<file path="config.mk">
export PLATFORM = sky130hd
export DESIGN_NAME = tga_rle_stream_decoder
export DESIGN_NICKNAME = d
export VERILOG_FILES = /design/src/sv/tgarle_pkg.sv /design/src/sv/tgarle_parser.sv /design/src/sv/tgarle_res_fifo.sv /design/src/sv/tga_rle_stream_decoder.sv
export SDC_FILE = /design/constraint.sdc
export NUM_CORES = 2
export LEC_CHECK = 0
export ABC_AREA = 1
export ABC_CLOCK_PERIOD_IN_PS = 6600
export BUFFER_PORTS_ARGS = -buffer_cell sky130_fd_sc_hd__buf_4
export CELL_PAD_IN_SITES_DETAIL_PLACEMENT = 1
export CELL_PAD_IN_SITES_GLOBAL_PLACEMENT = 2
export CORE_MARGIN = 5
export CORE_UTILIZATION = 38
export DETAILED_ROUTE_END_ITERATION = 16
export PLACE_DENSITY_LB_ADDON = 0.25
export RECOVER_POWER = 50
export SYNTH_ARGS = -nofsm -noshare
export SYNTH_HDL_FRONTEND = slang
export SYNTH_SLANG_ARGS = --single-unit
export TNS_END_PERCENT = 1
</file>
<file path="constraint.sdc">
create_clock -name clk_i -period 6.6 [get_ports clk_i]
set_input_delay 1.32 -clock clk_i [delete_from_list [all_inputs] [get_ports clk_i]]
set_output_delay 1.32 -clock clk_i [all_outputs]
set_load 0.03 [all_outputs]
</file>
<file path="src/sv/tgarle_pkg.sv">
`timescale 1ns / 1ps
// ----------------------------------------------------------------------------
// TGA run-length stream decoder package
// Shared types and constants of the parser and the result queue.
// ----------------------------------------------------------------------------
package tgarle_pkg;

  // Parser phase.
  typedef enum logic [1:0] {
    PH_WAIT   = 2'd0,
    PH_HEADER = 2'd1,
    PH_PACKET = 2'd2,
    PH_PIXEL  = 2'd3
  } phase_e;

  // Result kinds.
  typedef enum logic [2:0] {
    KIND_HEADER   = 3'd0,
    KIND_SPAN     = 3'd1,
    KIND_FINAL    = 3'd2,
    KIND_BAD_TYPE = 3'd3,
    KIND_BAD_SIZE = 3'd4,
    KIND_OVERRUN  = 3'd5,
    KIND_TRUNC    = 3'd6
  } kind_e;

  // Header byte positions.
  localparam logic [4:0] HdrFixedLen = 5'd12;
  localparam logic [4:0] HdrTypeIdx  = 5'd2;
  localparam logic [4:0] HdrWidthLo  = 5'd12;
  localparam logic [4:0] HdrWidthHi  = 5'd13;
  localparam logic [4:0] HdrHeightLo = 5'd14;
  localparam logic [4:0] HdrHeightHi = 5'd15;
  localparam logic [4:0] HdrDepth    = 5'd16;

  // Header byte values.
  localparam logic [7:0] TypeRaw  = 8'd2;
  localparam logic [7:0] TypeRle  = 8'd10;
  localparam logic [7:0] Depth24  = 8'd24;
  localparam logic [7:0] Depth32  = 8'd32;
  localparam logic [7:0] RunBias  = 8'd127;

  // Descriptor flag bit positions.
  localparam int unsigned DescVertBit  = 5;
  localparam int unsigned DescHorizBit = 4;

  // Width of the packed result data word, filled up to whole bytes.
  localparam int unsigned ResDataBits = 107;
  localparam int unsigned ResDataPad  = 112;

  // One result item.
  typedef struct packed {
    kind_e       kind;
    logic [15:0] image_width;
    logic [15:0] image_height;
    logic        has_alpha;
    logic        flip_vertical;
    logic        flip_horizontal;
    logic [7:0]  blue;
    logic [7:0]  green;
    logic [7:0]  red;
    logic [7:0]  alpha;
    logic [7:0]  span_count;
    logic [31:0] first_pixel;
  } result_t;

  // Results that one byte produces, handed to the result queue.
  typedef struct packed {
    logic [1:0] count;
    result_t    res0;
    result_t    res1;
  } result_pair_t;

endpackage

</file>
<file path="src/sv/tgarle_parser.sv">
`timescale 1ns / 1ps
// ----------------------------------------------------------------------------
// TGA parser
// Holds the file parsing state and turns one file byte into up to two results.
// ----------------------------------------------------------------------------
module tgarle_parser
  import tgarle_pkg::*;
(
  input  logic         clk_i,
  input  logic         rst_ni,
  input  logic         fire_i,
  input  logic [7:0]   data_byte_i,
  input  logic         file_start_i,
  input  logic         file_end_i,
  output result_pair_t results_o
);

  phase_e      phase_q, phase_d;
  logic [4:0]  idx_q, idx_d;
  logic        is_rle_q, is_rle_d;
  logic [15:0] width_q, width_d;
  logic [15:0] height_q, height_d;
  logic        four_q, four_d;
  logic [31:0] done_q, done_d;
  logic [31:0] left_q, left_d;
  logic [7:0]  rem_q, rem_d;
  logic        run_q, run_d;
  logic [23:0] colour_q, colour_d;
  logic [1:0]  col_idx_q, col_idx_d;

  phase_e      phase_eff;
  logic [4:0]  idx_eff;
  logic        hdr_ok;
  logic [7:0]  pkt_count;
  logic [7:0]  span_count;
  logic [1:0]  last_idx;
  result_pair_t res;

  // Packet header count: raw packets carry count-1, run packets count+127.
  assign pkt_count  = data_byte_i[7] ? (data_byte_i - RunBias) : (data_byte_i + 8'd1);
  assign span_count = (is_rle_q && run_q) ? rem_q : 8'd1;
  assign last_idx   = four_q ? 2'd3 : 2'd2;

  // A start byte restarts the header in any phase.
  assign phase_eff = file_start_i ? PH_HEADER : phase_q;
  assign idx_eff   = file_start_i ? 5'd0 : idx_q;

  // Next state and results of the current byte.
  always_comb begin
    phase_d   = phase_q;
    idx_d     = idx_q;
    is_rle_d  = is_rle_q;
    width_d   = width_q;
    height_d  = height_q;
    four_d    = four_q;
    done_d    = done_q;
    left_d    = left_q;
    rem_d     = rem_q;
    run_d     = run_q;
    colour_d  = colour_q;
    col_idx_d = col_idx_q;
    hdr_ok    = 1'b1;
    res       = '0;

    if (fire_i && (phase_eff != PH_WAIT)) begin
      phase_d = phase_eff;
      idx_d   = idx_eff;
      case (phase_eff)
        PH_HEADER: begin
          if (idx_eff < HdrFixedLen) begin
            if (idx_eff == HdrTypeIdx) begin
              hdr_ok   = data_byte_i inside {TypeRaw, TypeRle};
              is_rle_d = (data_byte_i == TypeRle);
            end else begin
              hdr_ok = (data_byte_i == 8'd0);
            end
            if (!hdr_ok) begin
              res.count     = 2'd1;
              res.res0.kind = KIND_BAD_TYPE;
              phase_d       = PH_WAIT;
            end else begin
              idx_d = idx_eff + 5'd1;
            end
          end else begin
            case (idx_eff)
              HdrWidthLo: begin
                width_d = {8'd0, data_byte_i};
                idx_d   = idx_eff + 5'd1;
              end
              HdrWidthHi: begin
                width_d = {data_byte_i, width_q[7:0]};
                idx_d   = idx_eff + 5'd1;
              end
              HdrHeightLo: begin
                height_d = {8'd0, data_byte_i};
                idx_d    = idx_eff + 5'd1;
              end
              HdrHeightHi: begin
                height_d = {data_byte_i, height_q[7:0]};
                idx_d    = idx_eff + 5'd1;
              end
              HdrDepth: begin
                if ((width_q == 16'd0) || (height_q == 16'd0) ||
                    !(data_byte_i inside {Depth24, Depth32})) begin
                  res.count     = 2'd1;
                  res.res0.kind = KIND_BAD_SIZE;
                  phase_d       = PH_WAIT;
                end else begin
                  four_d = (data_byte_i == Depth32);
                  idx_d  = idx_eff + 5'd1;
                end
              end
              default: begin
                // Descriptor byte: the header is complete.
                left_d    = {16'd0, width_q} * {16'd0, height_q};
                done_d    = 32'd0;
                rem_d     = 8'd0;
                run_d     = 1'b0;
                col_idx_d = 2'd0;
                res.count = 2'd1;
                res.res0.kind            = KIND_HEADER;
                res.res0.image_width     = width_q;
                res.res0.image_height    = height_q;
                res.res0.has_alpha       = four_q;
                res.res0.flip_vertical   = data_byte_i[DescVertBit];
                res.res0.flip_horizontal = data_byte_i[DescHorizBit];
                phase_d = is_rle_q ? PH_PACKET : PH_PIXEL;
              end
            endcase
          end
        end
        PH_PACKET: begin
          run_d = data_byte_i[7];
          if ({24'd0, pkt_count} > left_q) begin
            res.count     = 2'd1;
            res.res0.kind = KIND_OVERRUN;
            phase_d       = PH_WAIT;
          end else begin
            rem_d     = pkt_count;
            col_idx_d = 2'd0;
            phase_d   = PH_PIXEL;
          end
        end
        PH_PIXEL: begin
          if (col_idx_q < last_idx) begin
            // Collect colour bytes until the last byte of the pixel.
            case (col_idx_q)
              2'd0:    colour_d[7:0]   = data_byte_i;
              2'd1:    colour_d[15:8]  = data_byte_i;
              default: colour_d[23:16] = data_byte_i;
            endcase
            col_idx_d = col_idx_q + 2'd1;
          end else begin
            res.count            = 2'd1;
            res.res0.kind        = KIND_SPAN;
            res.res0.blue        = colour_q[7:0];
            res.res0.green       = colour_q[15:8];
            res.res0.red         = four_q ? colour_q[23:16] : data_byte_i;
            res.res0.alpha       = four_q ? data_byte_i : 8'd0;
            res.res0.span_count  = span_count;
            res.res0.first_pixel = done_q;
            done_d    = done_q + {24'd0, span_count};
            left_d    = left_q - {24'd0, span_count};
            col_idx_d = 2'd0;
            if ({24'd0, span_count} >= left_q) begin
              res.res0.kind = KIND_FINAL;
              phase_d       = PH_WAIT;
            end else if (is_rle_q) begin
              if (run_q) begin
                phase_d = PH_PACKET;
              end else begin
                rem_d = rem_q - 8'd1;
                if (rem_q == 8'd1) begin
                  phase_d = PH_PACKET;
                end
              end
            end
          end
        end
        default: begin
        end
      endcase

      // A file that ends while still being parsed is reported truncated.
      if (file_end_i && (phase_d != PH_WAIT)) begin
        if (res.count == 2'd0) begin
          res.count     = 2'd1;
          res.res0.kind = KIND_TRUNC;
        end else begin
          res.count     = 2'd2;
          res.res1.kind = KIND_TRUNC;
        end
        phase_d = PH_WAIT;
      end
    end
  end

  assign results_o = res;

  // Parser state registers.
  always_ff @(posedge clk_i or negedge rst_ni) begin
    if (!rst_ni) begin
      phase_q   <= PH_WAIT;
      idx_q     <= 5'd0;
      is_rle_q  <= 1'b0;
      width_q   <= 16'd0;
      height_q  <= 16'd0;
      four_q    <= 1'b0;
      done_q    <= 32'd0;
      left_q    <= 32'd0;
      rem_q     <= 8'd0;
      run_q     <= 1'b0;
      colour_q  <= 24'd0;
      col_idx_q <= 2'd0;
    end else begin
      phase_q   <= phase_d;
      idx_q     <= idx_d;
      is_rle_q  <= is_rle_d;
      width_q   <= width_d;
      height_q  <= height_d;
      four_q    <= four_d;
      done_q    <= done_d;
      left_q    <= left_d;
      rem_q     <= rem_d;
      run_q     <= run_d;
      colour_q  <= colour_d;
      col_idx_q <= col_idx_d;
    end
  end

endmodule

</file>
<file path="src/sv/tgarle_res_fifo.sv">
`timescale 1ns / 1ps
// ----------------------------------------------------------------------------
// TGA result queue
// Four-entry register queue that takes up to two results a cycle and gives
// one result per request on the output side.
// ----------------------------------------------------------------------------
module tgarle_res_fifo
  import tgarle_pkg::*;
(
  input  logic         clk_i,
  input  logic         rst_ni,
  input  result_pair_t push_i,
  output logic         room_o,
  output logic         valid_o,
  input  logic         ready_i,
  output result_t      data_o
);

  localparam int unsigned Depth   = 4;
  localparam int unsigned PtrBits = $clog2(Depth);
  localparam int unsigned CntBits = $clog2(Depth + 1);

  result_t              mem_q [Depth];
  logic [PtrBits-1:0]   wr_ptr_q, wr_ptr_d;
  logic [PtrBits-1:0]   rd_ptr_q, rd_ptr_d;
  logic [CntBits-1:0]   cnt_q, cnt_d;
  logic                 pop;
  logic [PtrBits-1:0]   wr_ptr_nxt;

  // Room for the two results that one byte may produce.
  assign room_o     = (cnt_q <= CntBits'(Depth - 2));
  assign valid_o    = (cnt_q != '0);
  assign data_o     = mem_q[rd_ptr_q];
  assign pop        = valid_o && ready_i;
  assign wr_ptr_nxt = wr_ptr_q + PtrBits'(1);

  // Pointer and fill count update.
  always_comb begin
    wr_ptr_d = wr_ptr_q + PtrBits'(push_i.count);
    rd_ptr_d = pop ? (rd_ptr_q + PtrBits'(1)) : rd_ptr_q;
    cnt_d    = cnt_q + CntBits'(push_i.count) - CntBits'(pop);
  end

  always_ff @(posedge clk_i or negedge rst_ni) begin
    if (!rst_ni) begin
      wr_ptr_q <= '0;
      rd_ptr_q <= '0;
      cnt_q    <= '0;
    end else begin
      wr_ptr_q <= wr_ptr_d;
      rd_ptr_q <= rd_ptr_d;
      cnt_q    <= cnt_d;
    end
  end

  // Result storage.
  always_ff @(posedge clk_i) begin
    if (push_i.count != 2'd0) begin
      mem_q[wr_ptr_q] <= push_i.res0;
    end
    if (push_i.count == 2'd2) begin
      mem_q[wr_ptr_nxt] <= push_i.res1;
    end
  end

endmodule

</file>
<file path="src/sv/tga_rle_stream_decoder.sv">
`timescale 1ns / 1ps
// ----------------------------------------------------------------------------
// TGA run-length stream decoder
// Parses a TGA file (type 2 or type 10) byte by byte into header, pixel span
// and error results.
// ----------------------------------------------------------------------------
// The decoder takes one file byte per clock cycle while the result queue has
// room. A byte is held in an input register, decoded combinationally by the
// parser and its results (none, one or two) are placed in a four-entry
// result queue, which registers them for output. The input only stalls when the
// result queue holds more than two results, which happens only when the
// output side is held off. A byte flagged as file start (tuser) restarts
// parsing; the header result follows the eighteenth byte.
// Spans with a count above one stand for a run of identical pixels that a
// downstream memory writer expands. Truncation is reported after the byte
// flagged tlast if the file is still incomplete there.
// ----------------------------------------------------------------------------
module tga_rle_stream_decoder
  import tgarle_pkg::*;
(
  input  logic         clk_i,
  input  logic         rst_ni,
  input  logic         s_axis_tvalid_i,
  output logic         s_axis_tready_o,
  input  logic [7:0]   s_axis_tdata_i,  // [7:0] data_byte
  input  logic [0:0]   s_axis_tuser_i,  // [0] file_start
  input  logic         s_axis_tlast_i,  // file_end
  output logic         m_axis_tvalid_o,
  input  logic         m_axis_tready_i,
  // [15:0] image_width, [31:16] image_height, [32] has_alpha,
  // [33] flip_vertical, [34] flip_horizontal, [42:35] blue, [50:43] green,
  // [58:51] red, [66:59] alpha, [74:67] span_count, [106:75] first_pixel,
  // [111:107] zero
  output logic [111:0] m_axis_tdata_o,
  output logic [2:0]   m_axis_tuser_o   // [2:0] kind
);

  logic         in_valid_q;
  logic [7:0]   in_byte_q;
  logic         in_start_q;
  logic         in_end_q;
  logic         room;
  logic         proc_fire;
  logic         in_take;
  result_pair_t results;
  result_t      res_out;

  // A held byte is decoded as soon as the queue has room for its results.
  assign proc_fire       = in_valid_q && room;
  assign s_axis_tready_o = !in_valid_q || proc_fire;
  assign in_take         = s_axis_tvalid_i && s_axis_tready_o;

  // Input register.
  always_ff @(posedge clk_i or negedge rst_ni) begin
    if (!rst_ni) begin
      in_valid_q <= 1'b0;
    end else if (s_axis_tready_o) begin
      in_valid_q <= s_axis_tvalid_i;
    end
  end

  always_ff @(posedge clk_i) begin
    if (in_take) begin
      in_byte_q  <= s_axis_tdata_i;
      in_start_q <= s_axis_tuser_i[0];
      in_end_q   <= s_axis_tlast_i;
    end
  end

  // Byte decoding.
  tgarle_parser u_parser (
    .clk_i        (clk_i),
    .rst_ni       (rst_ni),
    .fire_i       (proc_fire),
    .data_byte_i  (in_byte_q),
    .file_start_i (in_start_q),
    .file_end_i   (in_end_q),
    .results_o    (results)
  );

  // Result queue.
  tgarle_res_fifo u_res_fifo (
    .clk_i   (clk_i),
    .rst_ni  (rst_ni),
    .push_i  (results),
    .room_o  (room),
    .valid_o (m_axis_tvalid_o),
    .ready_i (m_axis_tready_i),
    .data_o  (res_out)
  );

  // Output packing, lowest field first.
  assign m_axis_tuser_o = res_out.kind;
  assign m_axis_tdata_o = {
    (ResDataPad - ResDataBits)'(0),
    res_out.first_pixel,
    res_out.span_count,
    res_out.alpha,
    res_out.red,
    res_out.green,
    res_out.blue,
    res_out.flip_horizontal,
    res_out.flip_vertical,
    res_out.has_alpha,
    res_out.image_height,
    res_out.image_width
  };

endmodule
</file>
# ---- After elaboration in Yosys (flattened, before gate mapping)
# Memories as Yosys holds them, arrays and structs flattened.
# Cells that the tools add are included.
dict set report op_classes {
  n_lt_le_gt_ge 5
  eq_ne 23
  reduce_logical 43
  n_mul 1
  mux 80
  add_sub_neg 12
  n_bitwise 5
}
# operator count
set ops {}
lappend ops {{$mux W32} 6}
lappend ops {{$mux W72} 2}
lappend ops {{$pmux W32 S2} 2}
lappend ops {{$mux W115} 1}
lappend ops {{$mux W35} 3}
lappend ops {{$mux W8} 11}
lappend ops {{$pmux W16 S2} 2}
lappend ops {{$mux W5} 8}
lappend ops {{$mux W2} 18}
lappend ops {{$add A32 B8 Y32} 1}
lappend ops {{$ge A8 B32 Y1} 1}
lappend ops {{$gt A8 B32 Y1} 1}
lappend ops {{$logic_not A16 Y1} 2}
lappend ops {{$mul A16 B16 Y32} 1}
lappend ops {{$sub A32 B8 Y32} 1}
lappend ops {{$reduce_and A4 Y1} 7}
lappend ops {{$reduce_and A5 Y1} 5}
lappend ops {{$pmux W8 S3} 1}
lappend ops {{$eq A5 B4 Y1 const B} 4}
lappend ops {{$pmux W5 S2} 2}
lappend ops {{$reduce_bool A2 Y1} 9}
lappend ops {{$mux W4} 4}
lappend ops {{$pmux W5 S3} 1}
lappend ops {{$mux W1} 12}
lappend ops {{37 further kinds} 64}
dict set report word_totals {
  input_bits 14
  mem_count 1
  mem_bits_rw 440
  regBits 158
  wordCells 193
}
# memory depth word_bits rd rd_ports_with_merged_regs write_ports line_no
set mem_list {}
lappend mem_list {u_res_fifo.mem_q 4 110 1 0 2 tgarle_res_fifo.sv:23} ;# result_t mem_q [Depth];

# ---- Depth between registers and ports, before layout
dict set report depth {
  depth_word 17
  ltp_mapped 29
  mapped_depth_nobuf 27
}

# ---- By module
# Synthesis repeated with hierarchy kept, for this count alone.
dict set report hier_totals {
  hier_cells 5786
  hier_area_um2 43728.2
}
# module n_inst area_per_inst_um2 seq_area_each_um2 cells_each
set modules_own_cells {}
lappend modules_own_cells {tgarle_res_fifo 1 23575.1 13387.8 2915}
lappend modules_own_cells {tgarle_parser 1 19759.0 3503.4 2847}
lappend modules_own_cells {tga_rle_stream_decoder 1 394.1 325.3 24}

# ---- Worst setup path after synthesis
# OpenSTA, ideal clock, no wires.
dict set report synth_path {
  kind {reg2reg}
  from {register u_parser.width_q[7]}
  to {register u_parser.left_q[29]}
  required_ns 6.484
  stages_incl_launch_ff 30
  slack_ns 0.934
  t_arrival_ns 5.550
  setup_ns 0.116
  synth_period_minus_slack_ns 5.666
  cell_sequence {dfrtp_1 > clkbuf_1 > buf_1 > nand2_1 > fa_1 > inv_1 > fa_1 > inv_1 > fa_1 > inv_1 > fa_1 > fa_1 > inv_1 > fa_1 > inv_1 > ha_1 > inv_1 > o21ai_0 > nand2_1 > nand2_1 > inv_1 > nor2_1 > nor2_1 > or2_2 > nand3_1 > nand2_1 > nand3_1 > nand2_1 > nand2_1 > nand2_1}
}
dict set report synth_via {
  elab_chain_cells 4
}
# element line_no
set synth_rtl {}
lappend synth_rtl {{start: declaration} tgarle_parser.sv:21} ;# logic [15:0] width_q, width_d;
lappend synth_rtl {{start signal: assignment} tgarle_parser.sv:219} ;# width_q <= width_d;
lappend synth_rtl {{$mul A16 B16 Y32} tgarle_parser.sv:115} ;# left_d = {16'd0, width_q} * {16'd0, height_q};
lappend synth_rtl {{$mux W32} tgarle_parser.sv:85} ;# case (idx_eff)
lappend synth_rtl {{$mux W32} tgarle_parser.sv:70} ;# if (idx_eff < HdrFixedLen) begin
lappend synth_rtl {{$pmux W32 S2} tgarle_parser.sv:68} ;# case (phase_eff)
lappend synth_rtl {{end signal: assignment} tgarle_parser.sv:223} ;# left_q <= left_d;
lappend synth_rtl {{end: declaration} tgarle_parser.sv:25} ;# logic [31:0] left_q, left_d;
# Every way passes these cells. The select of a mux whose other input is x is not followed.
# A chain may end at the register's enable or synchronous reset.

==> results.cfg <==
[place]
dp.cells = 5959
hpwlAfterDp_um = 86100
dpl_worst_slack_ns = 0.513
place.gp.congestion = 0.857
io_buffers = 125

[logic_synthesis]
synth_cells = 4806
synth_area_leaders = dfxtp_1 24%, fa_1 11%, dfrtp_1 10%
ys_seq_area_frac = 0.354
yosys_register_bits = 598
avgSynthCellArea_um2 = 7.58
synth_top_area_frac = 0.237
syn-cell-area_mm2 = 0.0364
synth_cell_type_count = 55
ys_warn_count = 0
synth_top_cell_by_area = dfxtp_1

[floorplan]
ios = 131
die_area_mm2 = 0.102
fp.dieH_um = 320
rows = 113
start_util = 0.383
die_w_um = 320
coreArea_mm2 = 0.0950

[worst_setup_path]
endpoint_kind = register
r2r_start = in_byte_q[2]$_DFFE_PP_
crit_type = reg2reg
worstPathArrival_ns = 6.69
r2r_cells = 25
worstReg2RegEnd = u_res_fifo.mem_q[2][32]$_SDFFE_PP0P_
r2r_slack_ns = 0.36
critPathLaunch = in_byte_q[2]$_DFFE_PP_
start_kind = register
required_ns = 7.05
cp_max_fo = 64

[min_path]
min_path_cells = 2
min_to = u_res_fifo.mem_q[2][38]$_SDFFE_PP0P_
hold_class = reg2reg
hold_start = u_res_fifo.mem_q[2][38]$_SDFFE_PP0P_

[global_routing]
grt_pass1_vias = 34100
antenna_found_initial = 3
grt_max_degree = 112
grt_use_total = 0.243
grt_overflow = 0
grt_first_pass_wirelength_um = 200000

[timing]
achievable-frequency_mhz = 160
finalCriticalPeriod_ns = 6.24
period_share = 0.945
setup_viol = 0
tns_ns = 0
maxSlewHeadroom = -1.03
rsz0062_at_grt = false
hold_slack_ns = 0.476
hold_viol = 0
skew_ns = 0.0434
setup_ws_ns = 0.361
drv_slew = 327
worst_pin_slew_ns = 3.05

[cts]
cts_made_buffers = 70
insertion_delay_ns = 0.63
postCtsSetupRepairBufs = 0
cts_hold_buffers = 0
cts_num_sinks = 598
clk_pin_slew_ns = 0.06
htreeDepth = 3
cts_tree = done
cts_resized = 0
root_buffer = clkbuf_16
clock_tree.buffer_depth = 3

[cells_and_area]
utilization = 0.423
fin_cells = 6089
layout-area-overhead-vs-synth_pct = 10.2
layout.nets = 5124
final_layout_size_suffix_gt1_frac = 0.0533
nFillCells = 11700

[power]
pwr-share-seq = 0.331
p_int_mw = 7.05
clockPowerShare = 0.314
netSwitchingPower_mw = 5.20
p_per_area_mw_per_mm2 = 305
power.leakage_nw = 17.6
vdd_drop_max_uv = 294
switching_share = 0.425
comb_power_share = 0.356

[route]
routed_wl_um = 126000
wl_per_cell_um = 20.7
dr.pass1.iters = 6
postRouteAntennaNets = 0
vias_per_cell = 5.44
drt_iter0_markers = 2285
drcViolationCount = 0
vias = 33100

[status]
violations = max-capacitance violations, max-slew violations
outcome = finished with violations

[flow_run]
max_cap_violations = 7
-- power by group through the flow --
stage	registers, mW	clock network (mW)	logic [mW]
finish	4.05	3.84	4.35
global route	4.07	4.09	4.74
CTS	4.05	3.94	4.73
detailed placement	4.12	0	4.72
global placement	4.12	0	4.69
floorplan	3.93	0	3.02
-- worst max path at each step --
stage	end	slack (ns)
after floorplan	u_parser.left_q[29]$_DFFE_PN0P_	0.93
after global placement	u_parser.left_q[22]$_DFFE_PN0P_	0.56
after detailed placement	u_parser.left_q[29]$_DFFE_PN0P_	0.51
after CTS	u_parser.left_q[29]$_DFFE_PN0P_	0.50
after global routing	u_parser.left_q[29]$_DFFE_PN0P_	0.07
final	u_res_fifo.mem_q[2][32]$_SDFFE_PP0P_	0.36
-- registers in the layout, indices dropped and copies added, names as in the netlist, 2 cells and up --
register,flops
u_parser.rem_q,8
u_parser.colour_q,24
u_parser.width_q,16
u_res_fifo.mem_q,440
u_res_fifo.cnt_q,3
u_parser.idx_q,5
u_res_fifo.rd_ptr_q,2
u_parser.height_q,16
u_parser.left_q,32
u_parser.col_idx_q,2
u_parser.phase_q,2
u_parser.done_q,32
in_byte_q,8
u_res_fifo.wr_ptr_q,2
-- final cells by class --
| class | instances | area [um^2] | area share |
|---|---|---|---|
| Clock buffer | 114 | 2140 | 0.0533 |
| Tap cell | 1265 | 1580 | 0.0394 |
| Timing Repair Buffer | 210 | 1270 | 0.0316 |
| Inverter | 558 | 2110 | 0.0525 |
| Clock inverter | 13 | 95.1 | 0.00237 |
| Multi-Input combinational cell | 3328 | 20100 | 0.499 |
| Antenna cell | 3 | 7.51 | 0.000187 |
| Sequential cell | 598 | 12900 | 0.321 |
-- worst max-delay path: stages, from the launching register on --
cell	delay, ns
edfxtp_1	0.33
clkbuf_1	0.87
inv_1	0.51
nor3_1	0.52
nand3_1	0.18
xor2_1	0.24
inv_1	0.07
ha_1	0.29
nand2_1	0.06
nor2_1	0.06
nand4_1	0.10
inv_1	0.05
nor2_1	0.19
nand2_1	0.12
nand2_1	0.08
nand2_1	0.05
inv_1	0.08
nand3_1	0.14
nand2_1	0.11
inv_1	0.05
ha_1	0.33
nor2_1	0.57
nand2_4	0.38
buf_12	0.32
nand3_1	0.15
o21ai_0	0.11
-- stage by stage --
stage / power [mW] / cell area, um^2
final: 12.2 / 40200
after global routing: 12.9 / 40200
after CTS: 12.7 / 40700
after detailed placement: 8.84 / 38500
after global placement: 8.82 / 38500
after floorplan: 6.96 / 36400
-- metal layers --
| metal | vias to the layer above | track usage | wire length, um |
|---|---|---|---|
| met5 | - | 0 | 0 |
| met4 | 0 | 0.0492 | 2120 |
| met3 | 122 | 0.0287 | 5140 |
| met2 | 590 | 0.405 | 58500 |
| met1 | 16600 | 0.342 | 60100 |
| li1 | 15800 | - | - |
-- logic make-up after synthesis --
logic type	count (synthesis)	synth area share
AOI/OAI and AO/OA	1094	0.161
other	1	0.000103
and+or+nand+nor	1837	0.219
xor gates and xnor gates	40	0.00962
adders and majority gates	344	0.159
muxes	8	0.00247
DFF	598	0.354
buffers and inverters	884	0.0956
-- cells in the final DEF (no fill, tap or decap), types with 127 or more instances in the layout --
cell / count
nor2_1: 414
dfxtp_1: 432
ha_1: 147
o21ai_0: 728
dfrtp_1: 147
inv_1: 549
nand3_1: 588
fa_1: 197
clkbuf_1: 127
nand2_1: 718
-- Yosys cell counts (all sizes together) --
cell      n
nor3     29
clkinv    1
mux2      8
o21ai   795
nand3b    5
o21bai   14
o211a     1
o21a      3
or3       1
edfxtp   18
a31oi    21
o221ai    1
o211ai   13
inv     557
a21oi    95
o41ai     1
o22ai   118
nand4    42
fa      197
buf     140
nor4      7
nand2   727
nor2    421
xnor2    15
conb      1
xor2     25
or2      12
a221oi    4
dfrtp   148
and3      1
nand3   590
a22oi     3
a21o      6
o31ai    16
a22o      2
a21boi    1
clkbuf  186
dfxtp   432
nor3b     2
ha      147
(Power assumes the default switching activity.)
